**src/hdl/atl_pkg.sv**
```systemverilog
package atl_pkg;

   localparam int ATL_TOKEN_CAPACITY = 256;
   localparam int QUEUE_DEPTH        = 2;

   localparam logic [7:0] COMMENT_MARK_RESET = 8'h23;
   localparam logic [7:0] QUOTE_MARK_RESET   = 8'h22;

   localparam logic [7:0] CHAR_AT      = 8'h40;
   localparam logic [7:0] CHAR_ZERO    = 8'h30;
   localparam logic [7:0] CHAR_NINE    = 8'h39;
   localparam logic [7:0] CHAR_LOWER_X = 8'h78;
   localparam logic [7:0] CHAR_SPACE   = 8'h20;
   localparam logic [7:0] CHAR_NEWLINE = 8'h0A;
   localparam logic [7:0] CHAR_TAB     = 8'h09;
   localparam logic [7:0] CHAR_LOWER_A = 8'h61;
   localparam logic [7:0] CHAR_LOWER_F = 8'h66;
   localparam logic [7:0] CHAR_UPPER_A = 8'h41;
   localparam logic [7:0] CHAR_UPPER_F = 8'h46;

   localparam logic [0:0] CSR_COMMENT_MARK = 1'd0;
   localparam logic [0:0] CSR_QUOTE_MARK   = 1'd1;

   localparam logic [2:0] KIND_CHAR          = 3'd0;
   localparam logic [2:0] KIND_WORD          = 3'd1;
   localparam logic [2:0] KIND_STRING        = 3'd2;
   localparam logic [2:0] KIND_NUMBER        = 3'd3;
   localparam logic [2:0] KIND_NAMED_POINTER = 3'd4;
   localparam logic [2:0] KIND_POINTER_VALUE = 3'd5;

   typedef enum logic [2:0] {
      LEX_CODE    = 3'b001,
      LEX_STRING  = 3'b010,
      LEX_COMMENT = 3'b100
   } mode_type;

   // classified byte, front to back
   typedef struct packed {
      logic [7:0] src_byte;
      logic       eof;
      logic       is_space;
      logic       is_newline;
      logic       is_comment;
      logic       is_quote;
      logic       is_zero;
      logic       is_at;
      logic       is_x;
      logic       is_dec;
      logic       is_hex;
      logic [3:0] digit;
   } word_type;

endpackage

```
**src/hdl/assembler_token_lexer_core.sv**
```systemverilog
// An accepted byte is written into the queue, then popped by the back end into the
// registered result outputs, from which any word that it yields is offered on rsp_.
// Throughput: one byte per cycle unless rsp_stall holds a pending result, set by the
// token state update in the back end; a two-word queue decouples classification from it.
// Reset (synchronous): code mode, empty token, empty queue, no result pending,
// comment mark '#' and quote mark '"'.
module assembler_token_lexer_core
   import atl_pkg::*;
#(
   parameter int TOKEN_CAPACITY = ATL_TOKEN_CAPACITY
) (
   input  logic        clock,
   input  logic        reset,
   input  logic        req_valid,
   output logic        req_stall,
   input  logic [7:0]  req_source_byte,
   input  logic        req_end_of_file,
   output logic        rsp_valid,
   input  logic        rsp_stall,
   output logic [2:0]  rsp_kind,
   output logic [7:0]  rsp_char_byte,
   output logic [7:0]  rsp_char_position,
   output logic [31:0] rsp_token_value,
   output logic [8:0]  rsp_token_length,
   output logic        rsp_token_overflow,
   input  logic        csr_valid,
   output logic        csr_ready,
   input  logic [0:0]  csr_index,
   input  logic [7:0]  csr_data
);

   word_type front_word;
   word_type q_word;
   logic     q_full, q_empty, q_pop, q_push;

   assign csr_ready = 1'b1;
   assign req_stall = q_full;
   assign q_push    = req_valid && !q_full;

   atl_front u_front (
      .clock     (clock),
      .reset     (reset),
      .csr_valid (csr_valid && csr_ready),
      .csr_index (csr_index),
      .csr_data  (csr_data),
      .src_byte  (req_source_byte),
      .eof       (req_end_of_file),
      .word      (front_word)
   );

   atl_queue u_queue (
      .clock     (clock),
      .reset     (reset),
      .push      (q_push),
      .push_word (front_word),
      .pop       (q_pop),
      .pop_word  (q_word),
      .full      (q_full),
      .empty     (q_empty)
   );

   atl_back #(
      .TOKEN_CAPACITY (TOKEN_CAPACITY)
   ) u_back (
      .clock              (clock),
      .reset              (reset),
      .q_empty            (q_empty),
      .q_word             (q_word),
      .q_pop              (q_pop),
      .rsp_valid          (rsp_valid),
      .rsp_stall          (rsp_stall),
      .rsp_kind           (rsp_kind),
      .rsp_char_byte      (rsp_char_byte),
      .rsp_char_position  (rsp_char_position),
      .rsp_token_value    (rsp_token_value),
      .rsp_token_length   (rsp_token_length),
      .rsp_token_overflow (rsp_token_overflow)
   );

   a_queue_state: assert property (@(posedge clock) disable iff (reset)
      !(q_full && q_empty))
      else $error("queue full and empty at once");

   a_char_fields: assert property (@(posedge clock) disable iff (reset)
      rsp_valid && rsp_kind == KIND_CHAR |->
         rsp_token_length == 9'd0 && rsp_token_value == 32'd0 && !rsp_token_overflow)
      else $error("character word carries token summary fields");

   a_value_kind: assert property (@(posedge clock) disable iff (reset)
      rsp_valid && rsp_token_value != 32'd0 |->
         rsp_kind == KIND_NUMBER || rsp_kind == KIND_POINTER_VALUE)
      else $error("nonzero value on a non-numeric token");

   a_no_pop_empty: assert property (@(posedge clock) disable iff (reset)
      q_pop |-> !q_empty)
      else $error("back end consumed from an empty queue");

endmodule

```
**src/hdl/atl_front.sv**
```systemverilog
module atl_front
   import atl_pkg::*;
(
   input  logic       clock,
   input  logic       reset,
   input  logic       csr_valid,
   input  logic [0:0] csr_index,
   input  logic [7:0] csr_data,
   input  logic [7:0] src_byte,
   input  logic       eof,
   output word_type   word
);

   logic [7:0] comment_mark_ff, comment_mark_in;
   logic [7:0] quote_mark_ff, quote_mark_in;
   logic [7:0] sub;
   logic       dec, hex;

   always_comb begin
      comment_mark_in = comment_mark_ff;
      quote_mark_in   = quote_mark_ff;
      if (csr_valid) begin
         case (csr_index)
            CSR_COMMENT_MARK: comment_mark_in = csr_data;
            CSR_QUOTE_MARK:   quote_mark_in   = csr_data;
            default: ;
         endcase
      end
   end

   always_ff @(posedge clock) begin
      if (reset) begin
         comment_mark_ff <= COMMENT_MARK_RESET;
         quote_mark_ff   <= QUOTE_MARK_RESET;
      end else begin
         comment_mark_ff <= comment_mark_in;
         quote_mark_ff   <= quote_mark_in;
      end
   end

   always_comb begin
      dec = 1'b0;
      hex = 1'b0;
      sub = 8'd0;
      if (src_byte inside {[CHAR_ZERO:CHAR_NINE]}) begin
         dec = 1'b1;
         hex = 1'b1;
         sub = CHAR_ZERO;
      end else if (src_byte inside {[CHAR_LOWER_A:CHAR_LOWER_F]}) begin
         hex = 1'b1;
         sub = CHAR_LOWER_A - 8'd10;
      end else if (src_byte inside {[CHAR_UPPER_A:CHAR_UPPER_F]}) begin
         hex = 1'b1;
         sub = CHAR_UPPER_A - 8'd10;
      end
   end

   always_comb begin
      word.src_byte   = src_byte;
      word.eof        = eof;
      word.is_space   = (src_byte == CHAR_SPACE) || (src_byte == CHAR_NEWLINE)
                        || (src_byte == CHAR_TAB);
      word.is_newline = (src_byte == CHAR_NEWLINE);
      word.is_comment = (src_byte == comment_mark_ff);
      word.is_quote   = (src_byte == quote_mark_ff);
      word.is_zero    = (src_byte == CHAR_ZERO);
      word.is_at      = (src_byte == CHAR_AT);
      word.is_x       = (src_byte == CHAR_LOWER_X);
      word.is_dec     = dec;
      word.is_hex     = hex;
      word.digit      = 4'(src_byte - sub);
   end

endmodule

```
**src/hdl/atl_queue.sv**
```systemverilog
module atl_queue
   import atl_pkg::*;
(
   input  logic     clock,
   input  logic     reset,
   input  logic     push,
   input  word_type push_word,
   input  logic     pop,
   output word_type pop_word,
   output logic     full,
   output logic     empty
);

   localparam int PTR_W = (QUEUE_DEPTH > 1) ? $clog2(QUEUE_DEPTH) : 1;
   localparam int CNT_W = $clog2(QUEUE_DEPTH + 1);

   word_type           store_ff [QUEUE_DEPTH];
   logic [PTR_W-1:0]   wr_ptr_ff, wr_ptr_in;
   logic [PTR_W-1:0]   rd_ptr_ff, rd_ptr_in;
   logic [CNT_W-1:0]   count_ff, count_in;

   assign full     = (count_ff == CNT_W'(QUEUE_DEPTH));
   assign empty    = (count_ff == '0);
   assign pop_word = store_ff[rd_ptr_ff];

   always_comb begin
      wr_ptr_in = wr_ptr_ff;
      rd_ptr_in = rd_ptr_ff;
      count_in  = count_ff;
      if (push) begin
         wr_ptr_in = (wr_ptr_ff == PTR_W'(QUEUE_DEPTH - 1)) ? '0 : wr_ptr_ff + 1'b1;
      end
      if (pop) begin
         rd_ptr_in = (rd_ptr_ff == PTR_W'(QUEUE_DEPTH - 1)) ? '0 : rd_ptr_ff + 1'b1;
      end
      if (push && !pop) begin
         count_in = count_ff + 1'b1;
      end else if (pop && !push) begin
         count_in = count_ff - 1'b1;
      end
   end

   always_ff @(posedge clock) begin
      if (reset) begin
         wr_ptr_ff <= '0;
         rd_ptr_ff <= '0;
         count_ff  <= '0;
      end else begin
         wr_ptr_ff <= wr_ptr_in;
         rd_ptr_ff <= rd_ptr_in;
         count_ff  <= count_in;
      end
   end

   always_ff @(posedge clock) begin
      if (push) begin
         store_ff[wr_ptr_ff] <= push_word;
      end
   end

endmodule

```
**src/hdl/atl_back.sv**
```systemverilog
module atl_back
   import atl_pkg::*;
#(
   parameter int TOKEN_CAPACITY = ATL_TOKEN_CAPACITY
) (
   input  logic        clock,
   input  logic        reset,
   input  logic        q_empty,
   input  word_type    q_word,
   output logic        q_pop,
   output logic        rsp_valid,
   input  logic        rsp_stall,
   output logic [2:0]  rsp_kind,
   output logic [7:0]  rsp_char_byte,
   output logic [7:0]  rsp_char_position,
   output logic [31:0] rsp_token_value,
   output logic [8:0]  rsp_token_length,
   output logic        rsp_token_overflow
);

   localparam int LEN_W = $clog2(TOKEN_CAPACITY + 1);

   mode_type          mode_ff, mode_in;
   logic [LEN_W-1:0]  len_ff, len_in;
   logic [2:0]        prefix_ff, prefix_in;
   logic [2:0]        digits_ff, digits_in;
   logic [31:0]       dec_ff, dec_in;
   logic [31:0]       phex_ff, phex_in;
   logic [31:0]       ptr_ff, ptr_in;
   logic              ovf_ff, ovf_in;

   logic              out_valid_ff, out_valid_in;
   logic [2:0]        out_kind_ff, out_kind_in;
   logic [7:0]        out_char_ff, out_char_in;
   logic [7:0]        out_pos_ff, out_pos_in;
   logic [31:0]       out_value_ff, out_value_in;
   logic [8:0]        out_len_ff, out_len_in;
   logic              out_ovf_ff, out_ovf_in;

   logic              out_free;
   logic              do_keep, do_clear, do_finish, do_string;
   logic              at_cap, pos_zero, pos_one;
   logic [31:0]       len_ext;
   logic [2:0]        fin_kind;
   logic [31:0]       fin_value;
   word_type          w;

   assign w        = q_word;
   assign out_free = !out_valid_ff || !rsp_stall;
   assign q_pop    = !q_empty && out_free;
   assign at_cap   = (len_ff >= LEN_W'(TOKEN_CAPACITY));
   assign pos_zero = (len_ff == '0);
   assign pos_one  = (len_ff == LEN_W'(1));
   assign len_ext  = 32'(len_ff);

   always_comb begin
      fin_value = 32'd0;
      if (prefix_ff[1]) begin
         fin_kind  = KIND_NUMBER;
         fin_value = phex_ff;
      end else if (digits_ff[0]) begin
         fin_kind  = KIND_NUMBER;
         fin_value = dec_ff;
      end else if (prefix_ff[2]) begin
         if (digits_ff[1]) begin
            fin_kind  = KIND_POINTER_VALUE;
            fin_value = ptr_ff;
         end else begin
            fin_kind = KIND_NAMED_POINTER;
         end
      end else begin
         fin_kind = KIND_WORD;
      end
   end

   always_comb begin
      do_keep   = 1'b0;
      do_clear  = 1'b0;
      do_finish = 1'b0;
      do_string = 1'b0;
      mode_in   = mode_ff;
      if (q_pop) begin
         if (w.eof) begin
            do_clear = 1'b1;
            mode_in  = LEX_CODE;
         end else begin
            case (mode_ff)
               LEX_COMMENT: begin
                  if (w.is_newline) mode_in = LEX_CODE;
               end
               LEX_STRING: begin
                  if (w.is_quote) begin
                     do_string = 1'b1;
                     do_clear  = 1'b1;
                     mode_in   = LEX_CODE;
                  end else begin
                     do_keep = 1'b1;
                  end
               end
               default: begin
                  mode_in = LEX_CODE;
                  if (w.is_space) begin
                     do_finish = 1'b1;
                  end else if (w.is_comment) begin
                     do_finish = 1'b1;
                     mode_in   = LEX_COMMENT;
                  end else if (w.is_quote) begin
                     do_finish = 1'b1;
                     mode_in   = LEX_STRING;
                  end else begin
                     do_keep = 1'b1;
                  end
               end
            endcase
         end
      end
   end

   always_comb begin
      len_in    = len_ff;
      prefix_in = prefix_ff;
      digits_in = digits_ff;
      dec_in    = dec_ff;
      phex_in   = phex_ff;
      ptr_in    = ptr_ff;
      ovf_in    = ovf_ff;

      out_valid_in = out_valid_ff && rsp_stall;
      out_kind_in  = out_kind_ff;
      out_char_in  = out_char_ff;
      out_pos_in   = out_pos_ff;
      out_value_in = out_value_ff;
      out_len_in   = out_len_ff;
      out_ovf_in   = out_ovf_ff;

      if (do_keep) begin
         if (at_cap) begin
            ovf_in = 1'b1;
         end else begin
            if (pos_zero) begin
               if (w.is_zero) prefix_in[0] = 1'b1;
               if (w.is_at)   prefix_in[2] = 1'b1;
            end else if (pos_one) begin
               if (prefix_ff[0] && w.is_x) prefix_in[1] = 1'b1;
            end
            if (digits_ff[0]) begin
               if (w.is_dec) dec_in = (dec_ff << 3) + (dec_ff << 1) + 32'(w.digit);
               else          digits_in[0] = 1'b0;
            end
            if (!pos_zero && digits_ff[1]) begin
               if (w.is_hex) ptr_in = {ptr_ff[27:0], w.digit};
               else          digits_in[1] = 1'b0;
            end
            if (!pos_zero && !pos_one && digits_ff[2]) begin
               if (w.is_hex) phex_in = {phex_ff[27:0], w.digit};
               else          digits_in[2] = 1'b0;
            end
            len_in       = len_ff + 1'b1;
            out_valid_in = 1'b1;
            out_kind_in  = KIND_CHAR;
            out_char_in  = w.src_byte;
            out_pos_in   = len_ext[7:0];
            out_value_in = 32'd0;
            out_len_in   = 9'd0;
            out_ovf_in   = 1'b0;
         end
      end

      if (do_finish && !pos_zero) begin
         out_valid_in = 1'b1;
         out_kind_in  = fin_kind;
         out_char_in  = 8'd0;
         out_pos_in   = 8'd0;
         out_value_in = fin_value;
         out_len_in   = len_ext[8:0];
         out_ovf_in   = ovf_ff;
      end

      if (do_string) begin
         out_valid_in = 1'b1;
         out_kind_in  = KIND_STRING;
         out_char_in  = 8'd0;
         out_pos_in   = 8'd0;
         out_value_in = 32'd0;
         out_len_in   = len_ext[8:0];
         out_ovf_in   = ovf_ff;
      end

      if (do_clear || do_finish) begin
         len_in    = '0;
         prefix_in = 3'b000;
         digits_in = 3'b111;
         dec_in    = 32'd0;
         phex_in   = 32'd0;
         ptr_in    = 32'd0;
         ovf_in    = 1'b0;
      end
   end

   always_ff @(posedge clock) begin
      if (reset) begin
         mode_ff      <= LEX_CODE;
         len_ff       <= '0;
         prefix_ff    <= 3'b000;
         digits_ff    <= 3'b111;
         dec_ff       <= 32'd0;
         phex_ff      <= 32'd0;
         ptr_ff       <= 32'd0;
         ovf_ff       <= 1'b0;
         out_valid_ff <= 1'b0;
      end else begin
         mode_ff      <= mode_in;
         len_ff       <= len_in;
         prefix_ff    <= prefix_in;
         digits_ff    <= digits_in;
         dec_ff       <= dec_in;
         phex_ff      <= phex_in;
         ptr_ff       <= ptr_in;
         ovf_ff       <= ovf_in;
         out_valid_ff <= out_valid_in;
      end
   end

   always_ff @(posedge clock) begin
      out_kind_ff  <= out_kind_in;
      out_char_ff  <= out_char_in;
      out_pos_ff   <= out_pos_in;
      out_value_ff <= out_value_in;
      out_len_ff   <= out_len_in;
      out_ovf_ff   <= out_ovf_in;
   end

   assign rsp_valid          = out_valid_ff;
   assign rsp_kind           = out_kind_ff;
   assign rsp_char_byte      = out_char_ff;
   assign rsp_char_position  = out_pos_ff;
   assign rsp_token_value    = out_value_ff;
   assign rsp_token_length   = out_len_ff;
   assign rsp_token_overflow = out_ovf_ff;

endmodule
```
**config.mk**
```make
export PLATFORM = sky130hd
export DESIGN_NAME = assembler_token_lexer_core
export DESIGN_NICKNAME = d
export VERILOG_FILES = /design/src/hdl/atl_pkg.sv /design/src/hdl/assembler_token_lexer_core.sv /design/src/hdl/atl_front.sv /design/src/hdl/atl_queue.sv /design/src/hdl/atl_back.sv
export SDC_FILE = /design/constraint.sdc
export NUM_CORES = 1
export LEC_CHECK = 0
export BUFFER_PORTS_ARGS = -buffer_cell sky130_fd_sc_hd__buf_2
export CELL_PAD_IN_SITES_DETAIL_PLACEMENT = 0
export CELL_PAD_IN_SITES_GLOBAL_PLACEMENT = 1
export CORE_MARGIN = 2
export CORE_UTILIZATION = 52
export CTS_BUF_LIST = sky130_fd_sc_hd__clkbuf_2
export DETAILED_ROUTE_END_ITERATION = 16
export PLACE_DENSITY_LB_ADDON = 0.1
export SLEW_MARGIN = 20
export SYNTH_ARGS = -nofsm -noshare
export SYNTH_HDL_FRONTEND = slang
export SYNTH_SLANG_ARGS = --single-unit
```
**constraint.sdc**
```tcl
create_clock -name clock -period 11.1 [get_ports clock]
set_input_delay 1.665 -clock clock [delete_from_list [all_inputs] [get_ports clock]]
set_output_delay 1.665 -clock clock [all_outputs]
set_load 0.005 [all_outputs]
```
==> flow_summary.toml <==
[logic_synthesis]
synth_edf_count = 54
syn_avg_cell_area_um2 = 9.40
ys.flop_type = "dfxtp_1"
synthArstFlopShare = 0
synth-seq-area-share = 0.456
ys_seq_elements = 242
syn_nets = 1348
synthTopCellsByArea = "dfxtp_1, edfxtp_1, nand2_1, ha_1, a21oi_1"
yosysWarningCount = 0
synth_top_cell_area_share = 0.319
yosysTopAreaCell = "dfxtp_1"
ys_types = 80
syn-cell-area_um2 = 11800
synthCells = 1257

[floorplan]
ios = 87
core.rowCount = 55
die_h_um = 155
core_region_area_um2 = 22500
start_util = 0.525
dieArea_um2 = 23900
dieWidth_um = 155

[clock_tree]
h-tree-depth = 2
clk_pin_slew_ps = 110
cts.sinks = 242
root_buffer = "clkbuf_2"
cts_resized = 0
post-cts-setup-buffers = 0
cts_hold_buf = 0
numCtsBuffers = 60
cts_tree = "built"
cts_max_path_buffers = 3
clk_latency_ps = 850

[pwr]
powerDensity_nw_per_um2 = 156
p_leak_nw = 5.47
peakVddDrop_mv = 0.128

[place]
gp_congestion = 0.803
io_buffers = 85
dp_hpwl_mm = 18.2
dp_cells = 1561

[layout]
fillers = 2144
syn2layout_area_growth_pct = 8.57
drive_above_1_share = 0.160
final_common_cell = "nand2_1"
layout_common_cells = "nand2_1, dfxtp_1, a21oi_1"
finalNonFillerCells = 1670
final_nets = 1429

[worst_setup_path]
path_depth = 12
critPathArrivalTime_ps = 4600
reg2regPathDepth = 12
critical_path.max_fanout = 5
cp_common_cell = "a21oi_1"
crit_family = "compound AO/OA/AOI/OAI gates"
path_cells = "mux2i_1, fa_1, inv_1, ha_1, a21oi_1, nand4b_1, a21oi_1, o31a_1, a21o_2, a21oi_1, mux2i_1, nand2_1"
start_kind = "flip-flop"
worst-endpoint-required_ps = 11840
cp_slowest_cell = "mux2i_1"
cp-end-kind = "flip-flop"
slowest_delay_ps = 600
critPathBufInv = 1
crit_type = "reg2reg"

[grt]
first_global_vias = 8642
antenna_found_initial = 1
grt_pass1_wl_mm = 44.4
grt-ovfl-total = 0
grt_max_degree = 67
track_usage = 0.228

[timing]
tightestPinTransition_ps = 1060
tns_ps = 0
max_freq_mhz = 259
rsz0062_at_grt = "false"
fin_crit_sh = 0.348
fin_skew_ps = 27.5
period_needed_ps = 3860
setup_viol = 0
finalHoldViolCount = 0
slew-limit-headroom = 0.289
drv_slew = 0

[status]
status = "finished, final reports clean"

[drt]
wirelength_mm = 27.1
vias = 9089
via_per_inst = 5.44
drt-pass1-iter-count = 5
first_iter_violations = 645
ant_nets = 0
drc_errors = 0
wire_per_inst_um = 16.2

[hold_path]
min_path_type = "reg2reg"
min_path_cells = 2

[job]
maxCapViolCount = 0
-- metal layers --
metal | up-vias | part of all wire | track usage
met2 | 210 | 0.44 | 0.351
met4 | 0 | 0.015 | 0.0595
met3 | 33 | 0.046 | 0.0440
met5 | - | 0 | 0
li1 | 4662 | - | -
met1 | 4184 | 0.50 | 0.329
-- cell usage after synthesis (3+ instances only) --
cell type	count
a22oi_1	31
buf_4	6
nor4_1	4
nor2_1	93
inv_1	25
and2_1	16
edfxtp_1	54
nand3b_1	4
o21ai_0	51
dfxtp_1	188
buf_6	11
ha_1	65
clkbuf_1	32
a31oi_1	5
buf_2	20
xnor2_1	33
mux2_2	5
xor2_1	17
a221o_1	3
nand2b_1	6
or3_1	5
nand4_1	11
o21ai_1	5
mux2i_1	51
and3_1	8
a22o_1	32
nand2_1	221
nand3_1	27
fa_1	3
nor3_1	15
o211ai_1	5
nor2b_1	7
a21o_1	10
or2_2	4
nor2_8	3
a21oi_1	111
o21bai_1	5
a211oi_1	16
-- logic make-up (layout without fill, tap and decap cells) --
family,after synthesis,count (layout),synth area share
fa+ha+maj,68,68,0.0739
other cells,1,2,0.000317
mux,57,57,0.0492
xor+xnor,50,50,0.0371
flops,242,242,0.456
simple gates,444,444,0.177
compound gates,297,297,0.163
buf+inv,98,225,0.0441
-- registers in the layout, summed over array words and instances (netlist names), 2 cells and up, named ones only --
register / count
u_back.rsp_kind: 3
u_back.rsp_token_length: 9
u_back.rsp_token_value: 32
u_back.rsp_char_position: 8
u_back.rsp_char_byte: 8
u_back.phex_ff: 32
u_queue.store_ff: 44
u_queue.count_ff: 2
u_back.len_ff: 9
u_back.ptr_ff: 32
u_back.mode_ff: 3
u_back.digits_ff: 3
u_back.prefix_ff: 3
u_front.comment_mark_ff: 8
u_back.dec_ff: 32
u_front.quote_mark_ff: 8
-- through the flow --
step | util | power [mW] | instance area (um2) | hold slack [ps] | setup slack (ps)
global placement | 0.544 | 1.40 | 12200 | 443 | 6650
CTS | 0.570 | 2.02 | 12800 | 460 | 7260
detailed placement | 0.544 | 1.41 | 12200 | 447 | 6580
finish | 0.570 | 2.00 | 12800 | 457 | 7240
global route | 0.570 | 2.12 | 12800 | 465 | 6950
floorplan | - | 1.31 | 11800 | 429 | 7330
-- path summary, 6_finish.rpt --
path | start | to | slack (ps)
min reg2reg | u_back.rsp_char_position[2] | u_back.rsp_char_position[2] | 460
max reg2reg | flip-flop | u_back.dec_ff[21] | 7240
min | u_back.rsp_char_position[2] | u_back.rsp_char_position[2] | 460
max | flip-flop | u_back.dec_ff[21] | 7240
-- report_power, final --
group	total [mW]	internal [mW]	switching, mW	leakage, nW
clock network	0.610	0.256	0.355	0.420
registers	1.00	0.968	0.0334	2.03
logic	0.384	0.127	0.257	3.02
-- worst reg2reg max path, delay by kind of cell, from the launching register on --
| kind | cells | cell delay (ps) |
|---|---|---|
| AOI/OAI and AO/OA | 5 | 1330 |
| muxes | 2 | 820 |
| adders and majority gates | 2 | 740 |
| DFF | 1 | 490 |
| and+or+nand+nor | 2 | 260 |
| buffers and inverters | 1 | 110 |
-- layout make-up --
cell class / instances / area [um2] / share of cell area
antenna: 1 / 2.50 / 0.000195
clock inverter: 22 / 140 / 0.0109
timing repair buffer: 92 / 478 / 0.0373
tap: 285 / 357 / 0.0278
inverter: 25 / 93.8 / 0.00732
multi-input combinational: 917 / 5940 / 0.463
clock buffer: 86 / 430 / 0.0336
sequential: 242 / 5390 / 0.420
No activity file was read; power rests on OpenSTA's default activity.
